## src/swac_pkg.sv

```systemverilog
package swac_pkg;

  // Field and register widths fixed by the interface.
  localparam int CFG_IDX_W   = 2;
  localparam int CFG_DATA_W  = 17;
  localparam int SIZE_W      = 7;
  localparam int THR_W       = 17;
  localparam int COUNT_W     = 17;
  localparam int OUT_TDATA_W = ((COUNT_W + 7) / 8) * 8;

  // Configuration register indexes.
  localparam logic [CFG_IDX_W-1:0] CFG_ROW_COUNT    = 2'd0;
  localparam logic [CFG_IDX_W-1:0] CFG_COLUMN_COUNT = 2'd1;
  localparam logic [CFG_IDX_W-1:0] CFG_THRESHOLD    = 2'd2;

  localparam logic [SIZE_W-1:0] SIZE_RESET = 7'd64;
  localparam logic [THR_W-1:0]  THR_RESET  = 17'd0;

  typedef enum logic [2:0] {
    S_IDLE,
    S_LOAD_WR,
    S_CORNER,
    S_MID,
    S_READ,
    S_LAST,
    S_CMP,
    S_EMIT
  } swac_state_t;

  // Control from the sequencer to the shared window unit.
  typedef struct packed {
    logic clear;
    logic acc_en;
    logic acc_sub;
    logic mul_first;
    logic mul_second;
  } swac_wctl_t;

endpackage

```

## src/swac_window_unit.sv

```systemverilog
module swac_window_unit #(
  parameter int TBITS = 28,
  parameter int SIDEW = 7
) (
  input  logic                         clk,
  input  swac_pkg::swac_wctl_t         ctl,
  input  logic [TBITS-1:0]             rd_data,
  input  logic [swac_pkg::THR_W-1:0]   threshold,
  input  logic [SIDEW-1:0]             mid,
  output logic                         below
);
  import swac_pkg::*;

  localparam int ACCW = TBITS + 2;
  localparam int PW1  = THR_W + SIDEW;
  localparam int PW2  = THR_W + 2 * SIDEW;
  localparam int CW   = (ACCW > PW2) ? ACCW : PW2;

  logic [ACCW-1:0] acc_r;
  logic [PW1-1:0]  p1_r;
  logic [PW2-1:0]  p2_r;

  // One add/subtract unit folds the four corner terms of a window in turn.
  always_ff @(posedge clk) begin
    if (ctl.clear) begin
      acc_r <= '0;
    end else if (ctl.acc_en) begin
      if (ctl.acc_sub) begin
        acc_r <= acc_r - ACCW'(rd_data);
      end else begin
        acc_r <= acc_r + ACCW'(rd_data);
      end
    end
  end

  // threshold * side * side, one multiplication per cycle.
  always_ff @(posedge clk) begin
    if (ctl.mul_first) begin
      p1_r <= PW1'(threshold) * PW1'(mid);
    end
    if (ctl.mul_second) begin
      p2_r <= PW2'(p1_r) * PW2'(mid);
    end
  end

  // A negative window sum is always below the bound.
  assign below = acc_r[ACCW-1] || (CW'(acc_r) < CW'(p2_r));

endmodule

```

## config.mk

```make
export PLATFORM = sky130hd
export DESIGN_NAME = swac_window_unit
export DESIGN_NICKNAME = d
export VERILOG_FILES = /design/src/swac_pkg.sv /design/src/swac_window_unit.sv
export SDC_FILE = /design/constraint.sdc
export NUM_CORES = 1
export LEC_CHECK = 0
export BUFFER_PORTS_ARGS = -buffer_cell sky130_fd_sc_hd__buf_2
export CORE_ASPECT_RATIO = 1.2
export CORE_MARGIN = 2
export CORE_UTILIZATION = 53
export CTS_CLUSTER_SIZE = 10
export DETAILED_ROUTE_END_ITERATION = 8
export GPL_TIMING_DRIVEN = 0
export PLACE_DENSITY_LB_ADDON = 0.08
export SLEW_MARGIN = 40
export SYNTH_ARGS = -nofsm -noshare
export SYNTH_HDL_FRONTEND = slang
export SYNTH_SLANG_ARGS = --single-unit
export TNS_END_PERCENT = 50
```

## constraint.sdc

```tcl
create_clock -name clk -period 6.54 [get_ports clk]
set_input_delay 0.327 -clock clk [delete_from_list [all_inputs] [get_ports clk]]
set_output_delay 0.327 -clock clk [all_outputs]
set_load 0.1 [all_outputs]
```

; ---- Yosys cells after proc, flatten, opt, wreduce, memory -nomap -nowiden
; Index checks and enable logic that the tools add are counted.
[word_totals]
reg_bits = 85
input_bits = 58
output_inout_bits = 1
word_cells = 10
[op_classes]
n_addsub = 2
n_mul = 2
magnitude_cmp = 1
mux = 1
reduce_logical = 1
[op_table]
columns = op, count
row1 = $lt 30x31->1, 1
row2 = $mul 24x7->31, 1
row3 = $add 30x28->30, 1
row4 = $mux 30, 1
row5 = $sub 30x28->30, 1
row6 = $mul 17x7->24, 1
row7 = $logic_or 1x1->1, 1

; ---- Logic depth before layout (Yosys ltp)
; Gate-level depths: netlist of run 1.
[logic_depth]
ltp_word = 2
mapped_depth = 21
mapped_depth_nobuf = 19

; ---- Least setup slack after synthesis of run 1
; Ideal clock, no wire load.
[synth_path]
kind = input to register
from = input mid[6]
to = register p2_r[29], data pin
setup_ns = 0.259
t_arrival_ns = 4.736
required_ns = 6.281
setup_slack_ns = 1.545
path_stages = 17
path_buffers = 1
path_cell_list = clkbuf_1 > and2_1 > fa_1 > fa_1 > fa_1 > inv_1 > fa_1 > inv_1 > ha_1 > a2111o_1 > or3b_1 > nand4_1 > nand2_1 > a21oi_1 > o31ai_1 > o2111a_1 > a211o_1
[synth_between]
elab_chain_len = 1
[synth_lines]
columns = element, line
row1 = from (decl), swac_window_unit.sv:9  ; input logic [SIDEW-1:0] mid,
row2 = $mul 24x7->31, swac_window_unit.sv:42  ; p2_r <= PW2'(p1_r) * PW2'(mid);
row3 = to (signal assigned), swac_window_unit.sv:42
row4 = to (decl), swac_window_unit.sv:21  ; logic [PW2-1:0] p2_r;
; No other way between the ends.
; A chain may end at the register's enable or synchronous reset.

; ---- Worst setup path after layout of run 1
[layout_path]
from = input mid[2]
to = register p1_r[23], data pin
[layout_between]
elab_chain_len = 1
[layout_lines]
columns = element, line
row1 = $mul 17x7->24, swac_window_unit.sv:39  ; p1_r <= PW1'(threshold) * PW1'(mid);
row2 = to (signal assigned), swac_window_unit.sv:39
row3 = to (decl), swac_window_unit.sv:20  ; logic [PW1-1:0] p1_r;
; No other way between the ends.

==> metrics.md, run 1 <==
| Metric | Value |
|---|---|
| Fillers | 2,488 |
| Minimum clock period | 5590 ps |
| Most frequent CP cell | fa_1 |
| Actual slew at the worst max-slew pin | 828 ps |
| Remaining DRCs | 0 |
| Final Cycle Share | 85.5% |
| Cell family with most CP delay | adder cells |
| Buffers & Inverters on Critical Path | 4 |
| Die Wd | 155 µm |
| Sink Count | 85 |
| Reported max-cap violation count | 0 |
| CP max stage delay | 650 ps |
| Ys async rst share | 0% |
| Slew Limit Fails | 0 |
| Routed Antenna Nets | 0 |
| Clock Tree Buf Depth | 2 |
| Final wirelength | 34.1 mm |
| Die Ht | 186 µm |
| Hold slack | 331 ps |
| Clk_lat worst skew | 350 ps |
| Vias in the first global route | 12,100 |
| Port Buffer Count | 56 |
| IO Count | 59 |
| Post-synthesis sequential area ratio | 15.5% |
| DIE AREA | 28,800 µm² |
| Initial detailed-routing violation count | 523 |
| Highest-count cells in the layout ignoring fill and taps | inv_1, and2_1, fa_1 |
| R2R depth | 16 |
| Max-slew headroom | 44.8% |
| Hold WC Path Type | input pin to flop |
| WHS Path Cells | 3 |
| Mapped Cells | 1,629 |
| Number of synthesized flops with an enable pin | 55 |
| Post-synthesis cell area | 14,600 µm² |
| Largest net degree at the start of global routing | 32 |
| Starting Density | 53.7% |
| Via/cell ratio | 5.48 |
| Critical-path cell list | buf_2 -> clkbuf_1 -> and2_1 -> fa_1 -> fa_1 -> fa_1 -> inv_1 -> fa_1 -> inv_1 -> ha_1 -> a21oi_1 -> o21ai_0 -> a221oi_1 -> o211ai_1 -> a211oi_2 -> o211ai_1 -> a31o_2 -> a21oi_2 -> xnor2_1 |
| First drt pass iteration count | 7 |
| CP Data Required Time | 6640 ps |
| #FFs+latches synth | 85 |
| Endpoint type of the worst setup path | flop |
| Post-CTS Hold Buffers | 0 |
| Share of cells above drive strength 1 | 6.06% |
| CP Max Fanout | 10 |
| Worst Skew | 7.38 ps |
| Avg Cell Area, Syn | 8.93 µm² |
| Commonest non-fill, non-tap cell in the layout | inv_1 |
| Gr usage total | 25.5% |
| Initial antenna violation count | 0 |
| Max Clk Rate | 0.179 GHz |
| Hold Fails Final Rpt | 0 |
| Root buffer cell | clkbuf_16 |
| Worst-path clk slew | 60 ps |
| First-pass GRT wire length | 58.2 mm |
| Site row count | 66 |
| Most used DFF post-synth | edfxtp_1 |
| Core Box Area | 27,100 µm² |
| Critical path type | input pin to flop |
| Syn-to-layout area delta | 7.02% |
| # diodes | 0 |
| RSZ-0062 raised after global routing | no |
| GPL Wtd Cong | 0.901 |
| CP Launch Type | input pin |
| Syn_nets | 2,021 |
| H-tree Lvls | 3 |
| Post-CTS resize count | 0 |
| Final setup violation count | 0 |
| Cell count along the critical path | 19 |
| Nets | 2,088 |
| Vias | 11,200 |
| Status | finished clean |
| Post-CTS setup buffer count | 0 |
| Setup tns final | 0 ps |
| Final HPWL DP | 28.4 mm |
| Worst endpoint data arrival time | 5690 ps |
| Gr ovfl total | 0 |
| TritonCTS buffer count | 9 |
| Slowest CP cell | clkbuf_1 |
| Synth warn | 0 |
| Synth cell types | 80 |
| Drt wl/cell | 16.7 µm |
| TritonCTS clock tree | done |
==> Yosys cell counts, types with 4 or more instances <==
library cell	n	area share (%)
fa_1	184	25
ha_1	150	13
nor2b_1	13	0.56
a21oi_1	82	2.8
xor2_1	23	1.4
a21o_1	47	2.4
nor4_1	6	0.26
inv_1	240	6.2
a31oi_1	5	0.21
clkbuf_1	42	1.1
nand2b_1	18	0.77
buf_2	4	0.14
a31o_2	4	0.24
and2_1	196	8.4
nand2_1	148	3.8
nand4_1	12	0.52
and3_1	6	0.26
nor2_1	76	2.0
o21a_1	15	0.77
edfxtp_1	55	11
dfxtp_1	30	4.1
nor3_1	23	0.79
a211o_1	5	0.30
nand3_1	14	0.48
mux2i_1	13	0.89
o21ai_0	45	1.5
o21bai_1	6	0.31
o211ai_1	11	0.57
xnor2_1	62	3.7
or3_1	5	0.21
a211oi_1	8	0.41
==> logic make-up (layout without fill, tap and decap cells) <==
kind of cell	after synthesis	in the layout	share of synthesized area [%]
flops	85	85	15.5
xor+xnor	85	85	5.12
simple gates	530	530	18.9
mux	16	16	1.13
buf+inv	291	362	7.59
compound gates	288	288	13.6
fa+ha+maj	334	334	38.2
==> area by class of cell <==
class	count	area (µm²)	share of cell area, %
Multi-Input combinational cell	1253	11200	71.9
Sequential cell	85	2250	14.5
Inverter	241	905	5.81
Tap cell	340	425	2.73
Timing Repair Buffer	56	280	1.80
Clock buffer	11	264	1.70
Buffer	50	200	1.29
Clock inverter	4	51.3	0.329
==> worst register-to-register path: cells and delay by family, from the launching register on <==
family	cells	cell delay (ps)
adder cells (fa/ha/maj)	5	2420
AO/OA/AOI/OAI	5	1240
AND/OR/NAND/NOR	4	920
flip-flops	1	500
buffers and inverters	2	90
==> through the flow <==
stage	std cells	setup slack, ps	utilization [%]	area (µm²)
6_report	2040	947	57.5	15600
2_1_floorplan	1629	1550	-	14600
5_1_grt	2040	650	57.5	15600
3_5_place_dp	2025	624	56.3	15300
3_3_place_gp	2025	643	56.3	15300
4_1_cts	2040	991	57.5	15600
==> metal layers <==
layer / vias to the layer above / wire, µm / track usage, % / part of all wire, %
met1: 5438 / 13900 / 29.0 / 41
met4: 0 / 1400 / 10.8 / 4.1
met5: - / 0 / 0 / 0
li1: 5507 / - / - / -
met3: 64 / 796 / 2.10 / 2.3
met2: 177 / 18000 / 49.1 / 53
==> sequential cells by signal (all words and copies together), names as in the netlist <==
register and cells:
acc_r 30, p1_r 24, p2_r 31
==> path summary, 6_finish.rpt <==
path / start / to / slack, ps
max reg2reg: p1_r[7]$_DFFE_PP_ / p2_r[29]$_DFFE_PP_ / 1120
min: rd_data[0] / acc_r[0]$_SDFFE_PP0P_ / 330
max: mid[2] / p1_r[23]$_DFFE_PP_ / 950
min reg2reg: acc_r[0]$_SDFFE_PP0P_ / acc_r[0]$_SDFFE_PP0P_ / 500
Power of run 1 is left out: the tool's default activity adds up to more than one toggle a clock period on the data nets, which glitch-free logic cannot reach.
==> run 2: changes to the inputs <==
- GPL_TIMING_DRIVEN: 0 -> default
- TNS_END_PERCENT: 50 -> default
==> metrics.md, run 2 (same netlist as run 1, synthesis figures left out) <==
| Metric | Value |
|---|---|
| Final HPWL DP | 24.0 mm |
| Vias | 10,900 |
| Largest registers | p2_r: 31 flops, acc_r: 30 flops, p1_r: 24 flops |
| Sink Count | 85 |
| Site row count | 66 |
| Final wirelength | 29.9 mm |
| First-pass GRT wire length | 53.0 mm |
| Syn-to-layout area delta | 5.58% |
| Die Ht | 186 µm |
| Clk_lat worst skew | 360 ps |
| Minimum clock period | 5330 ps |
| RSZ-0062 raised after global routing | no |
| Via/cell ratio | 5.45 |
| Slowest CP cell | fa_1 |
| Worst endpoint data arrival time | 5450 ps |
| Largest register FFs | 31 |
| Post-CTS Hold Buffers | 0 |
| Critical path type | flop to flop |
| Drt wl/cell | 15.0 µm |
| Initial antenna violation count | 0 |
| Highest-count cells in the layout ignoring fill and taps | inv_1, and2_1, fa_1 |
| TritonCTS clock tree | done |
| IO Count | 59 |
| CP max stage delay | 540 ps |
| Starting Density | 53.7% |
| Initial detailed-routing violation count | 403 |
| Multi-input logic area | 11,200 µm² |
| CP Max Fanout | 7 |
| Gr usage total | 22.5% |
| Share of cells above drive strength 1 | 6.16% |
| Worst Skew | 3.73 ps |
| Clock Tree Buf Depth | 2 |
| First drt pass iteration count | 5 |
| Status | finished clean |
| Commonest non-fill, non-tap cell in the layout | inv_1 |
| Port Buffer Count | 58 |
| # diodes | 0 |
| Reported max-cap violation count | 0 |
| Vias in the first global route | 11,600 |
| CP Data Required Time | 6650 ps |
| Endpoint type of the worst setup path | flop |
| Most frequent CP cell | fa_1 |
| Largest net degree at the start of global routing | 42 |
| GPL Wtd Cong | 0.874 |
| Fillers | 2,500 |
| Actual slew at the worst max-slew pin | 776 ps |
| Die Wd | 155 µm |
| Setup tns final | 0 ps |
| Biggest register | p2_r |
| TritonCTS buffer count | 9 |
| Final setup violation count | 0 |
| Post-CTS resize count | 0 |
| Core Box Area | 27,100 µm² |
| Nets | 2,043 |
| Hold slack | 312 ps |
| DIE AREA | 28,800 µm² |
| Final Cycle Share | 81.5% |
| Max-slew headroom | 48.3% |
| Post-CTS setup buffer count | 0 |
| Root buffer cell | clkbuf_16 |
| Max Clk Rate | 0.188 GHz |
| Critical-path cell list | and2_1 -> fa_1 -> fa_1 -> fa_1 -> inv_1 -> fa_1 -> inv_1 -> ha_1 -> a2111o_1 -> or3b_1 -> nand4_1 -> nand2_1 -> a21oi_1 -> o31ai_1 -> o2111a_1 -> a211o_1 |
| CP Launch Type | flop |
| Worst-path clk slew | 70 ps |
| Remaining DRCs | 0 |
| Flip-flop and latch area | 2250 µm² |
| Slew Limit Fails | 0 |
| Routed Antenna Nets | 0 |
| Gr ovfl total | 0 |
| H-tree Lvls | 3 |
| Hold Fails Final Rpt | 0 |
| Hold WC Path Type | input pin to flop |
==> run 2: changes by cell type in the layout (fill, tap and decap cells not counted), sizes merged <==
cell      change
inv           -1
bufinv        -1
clkinv        +4
clkinvlp      +1
clkbuf       -44
buf           -3
==> run 2: final timing paths <==
kind	start	end	slack, ps	cells after the start
worst max register to register	p1_r[4]$_DFFE_PP_	p2_r[29]$_DFFE_PP_	1210	16
worst max-delay path	p1_r[4]$_DFFE_PP_	p2_r[29]$_DFFE_PP_	1210	16
worst min register to register	acc_r[0]$_SDFFE_PP0P_	acc_r[0]$_SDFFE_PP0P_	500	2
worst min-delay path	rd_data[0]	acc_r[0]$_SDFFE_PP0P_	310	3
==> run 2: area by class of cell <==
class | instances | area share (%)
Tap cell | 340 | 2.77
Timing Repair Buffer | 61 | 2.04
Clock buffer | 9 | 1.47
Inverter | 241 | 5.89
Sequential cell | 85 | 14.7
Multi-Input combinational cell | 1253 | 72.9
Clock inverter | 7 | 0.318
==> run 2: per-stage QoR <==
step	util [%]	std cells	setup WS, ps	instance area [µm²]
after floorplan	-	1629	1550	14600
after global placement	55.7	1980	834	15100
after detailed placement	55.7	1980	779	15100
after CTS	56.7	1996	1160	15400
after global routing	56.7	1996	850	15400
final	56.7	1996	1210	15400
==> run 2: critical path, delay by kind of cell, from the launching register on <==
kind	cells	cell delay, ps
simple gates	4	860
fa+ha+maj	5	2440
compound gates	5	1200
flops	1	510
buf+inv	2	90
==> run 2: routing by layer <==
layer / part of all wire, % / global-route usage, % / vias to the layer above
met3: 1.8 / 2.03 / 21
met1: 43 / 26.2 / 5332
met2: 54 / 44.6 / 118
li1: - / - / 5406
met4: 1.2 / 4.84 / 0
met5: 0 / 0 / -
Power of run 2 is left out for the same reason.
==> run 3: changes to the inputs <==
- ABC_AREA: default -> 1
- clock period: 6.54 -> 5.4 ns (I/O delays scaled with it)
==> metrics.md, run 3 <==
| Metric | Value |
|---|---|
| Highest-count cells in the layout ignoring fill and taps | nand2_1, inv_1, fa_1 |
| TritonCTS buffer count | 9 |
| R2R depth | 16 |
| Reported max-cap violation count | 0 |
| Gr ovfl total | 0 |
| Final HPWL DP | 35.0 mm |
| Post-CTS Hold Buffers | 0 |
| Routed Antenna Nets | 0 |
| Max Clk Rate | 0.208 GHz |
| Hold WC Path Type | input pin to flop |
| Post-CTS setup buffer count | 0 |
| Mapped Cells | 2,335 |
| Count leader, synth | nand2_1 |
| Yosys top cell area share | 22.8% |
| Largest net degree at the start of global routing | 48 |
| CP Data Required Time | 5510 ps |
| Die Ht | 195 µm |
| Nets | 2,757 |
| Post-synthesis sequential area ratio | 13.9% |
| Top area cells in the synthesized netlist | fa_1, nand2_1, inv_1 |
| Initial detailed-routing violation count | 664 |
| # diodes | 0 |
| Setup tns final | 0 ps |
| Minimum clock period | 4800 ps |
| Max-slew headroom | 51.2% |
| WHS Path Cells | 3 |
| Status | finished clean |
| RSZ-0062 raised after global routing | no |
| Vias | 14,000 |
| Critical path type | flop to flop |
| Largest register FFs | 31 |
| GPL Wtd Cong | 0.941 |
| Endpoint type of the worst setup path | flop |
| Port Buffer Count | 58 |
| Clk_lat worst skew | 370 ps |
| Die Wd | 163 µm |
| Util after Layout | 56.8% |
| Worst endpoint data arrival time | 4900 ps |
| CP Launch Type | flop |
| Cell taking the most area after synthesis | fa_1 |
| Final Cycle Share | 88.8% |
| Sink Count | 85 |
| H-tree Lvls | 3 |
| #FFs+latches synth | 85 |
| Starting Density | 53.5% |
| Root buffer cell | clkbuf_16 |
| Final wirelength | 42.8 mm |
| Core Box Area | 30,200 µm² |
| CP Max Fanout | 7 |
| Drt wl/cell | 15.5 µm |
| First drt pass iteration count | 5 |
| Avg Cell Area, Syn | 6.92 µm² |
| First-pass GRT wire length | 70.6 mm |
| Most used DFF post-synth | edfxtp_1 |
| Gr usage total | 28.1% |
| Slew Limit Fails | 0 |
| Clock Tree Buf Depth | 2 |
| Hold Fails Final Rpt | 0 |
| Post-synthesis cell area | 16,200 µm² |
| TritonCTS clock tree | done |
| Via/cell ratio | 5.08 |
| IO Count | 59 |
| Share of cells above drive strength 1 | 6.08% |
| Site row count | 70 |
| Syn_nets | 2,727 |
| Actual slew at the worst max-slew pin | 731 ps |
| Post-CTS resize count | 0 |
| Initial antenna violation count | 0 |
| Ys async rst share | 0% |
| Worst-path clk slew | 70 ps |
| Synth cell types | 46 |
| Largest registers | p2_r: 31 flops, acc_r: 30 flops, p1_r: 24 flops |
| Number of synthesized flops with an enable pin | 55 |
| Remaining DRCs | 0 |
| Synth warn | 0 |
| Final setup violation count | 0 |
| Vias in the first global route | 14,700 |
| Syn-to-layout area delta | 6.17% |
| Worst Skew | 9.93 ps |
| Commonest non-fill, non-tap cell in the layout | nand2_1 |
| Synth top cells by count | nand2_1, inv_1, fa_1, nor2_1, ha_1 |
| DIE AREA | 31,900 µm² |
| Biggest register | p2_r |
[run 3: cell count changes in the layout (fill, tap and decap cells not counted), moves of 18 or more]
cell / previous run / this run
nand2_1: 148 / 651
inv_1: 240 / 600
and2_1: 196 / 5
nor2_1: 76 / 183
nand3_1: 14 / 75
xnor2_1: 62 / 19
a21o_1: 47 / 9
xor2_1: 23 / 58
nand2b_1: 18 / 0
[run 3: layout make-up]
class | count | area, µm²
Inverter | 606 | 2270
Clock inverter | 6 | 66.3
Fill cell | 2973 | 13100
Tap cell | 396 | 495
Clock buffer | 10 | 250
Multi-Input combinational cell | 1597 | 11500
Sequential cell | 85 | 2250
Timing Repair Buffer | 66 | 363
[run 3: logic make-up (layout without fill, tap and decap cells)]
logic type                 after synthesis  in the layout  share of synthesized area [%]
DFF                                     85             85                           13.9
AOI/OAI and AO/OA                      195            195                           6.95
adders and majority gates              334            334                           34.4
and+or+nand+nor                        991            991                           25.3
xor gates and xnor gates                77             77                           4.17
buffers and inverters                  653            688                           15.2
[run 3: critical path: stages, from the launching register on]
cell	delay, ps
edfxtp_1	540
nand2_1	120
inv_1	60
fa_1	530
inv_1	60
fa_1	520
inv_1	50
fa_1	520
inv_1	50
fa_1	530
inv_1	40
ha_1	350
nand2_1	210
o21ai_0	250
a21oi_1	280
nand3_1	220
xor2_1	190
[run 3: path summary, 6_finish.rpt]
kind                              start               endpoint  slack [ps]
setup / recovery     p1_r[16]$_DFFE_PP_     p2_r[24]$_DFFE_PP_         600
hold / removal               rd_data[0]  acc_r[0]$_SDFFE_PP0P_         240
setup reg to reg     p1_r[16]$_DFFE_PP_     p2_r[24]$_DFFE_PP_         600
hold reg to reg   acc_r[0]$_SDFFE_PP0P_  acc_r[0]$_SDFFE_PP0P_         500
[run 3: through the flow]
step	instance area [µm²]	instances	setup slack, ps	hold slack [ps]
final	17200	2766	602	239
after global routing	17200	2766	459	258
after CTS	17100	2766	653	232
after detailed placement	16800	2750	262	496
after global placement	16800	2750	240	465
after floorplan	16200	2335	981	382
[run 3: metal layers]
layer	global-route usage, %	vias up	routed length, µm
met5	0	-	0
met4	12.7	0	1910
met3	1.78	98	1100
met2	55.9	291	23500
met1	29.6	6629	16200
li1	-	7028	-
Power of run 3 is left out for the same reason.
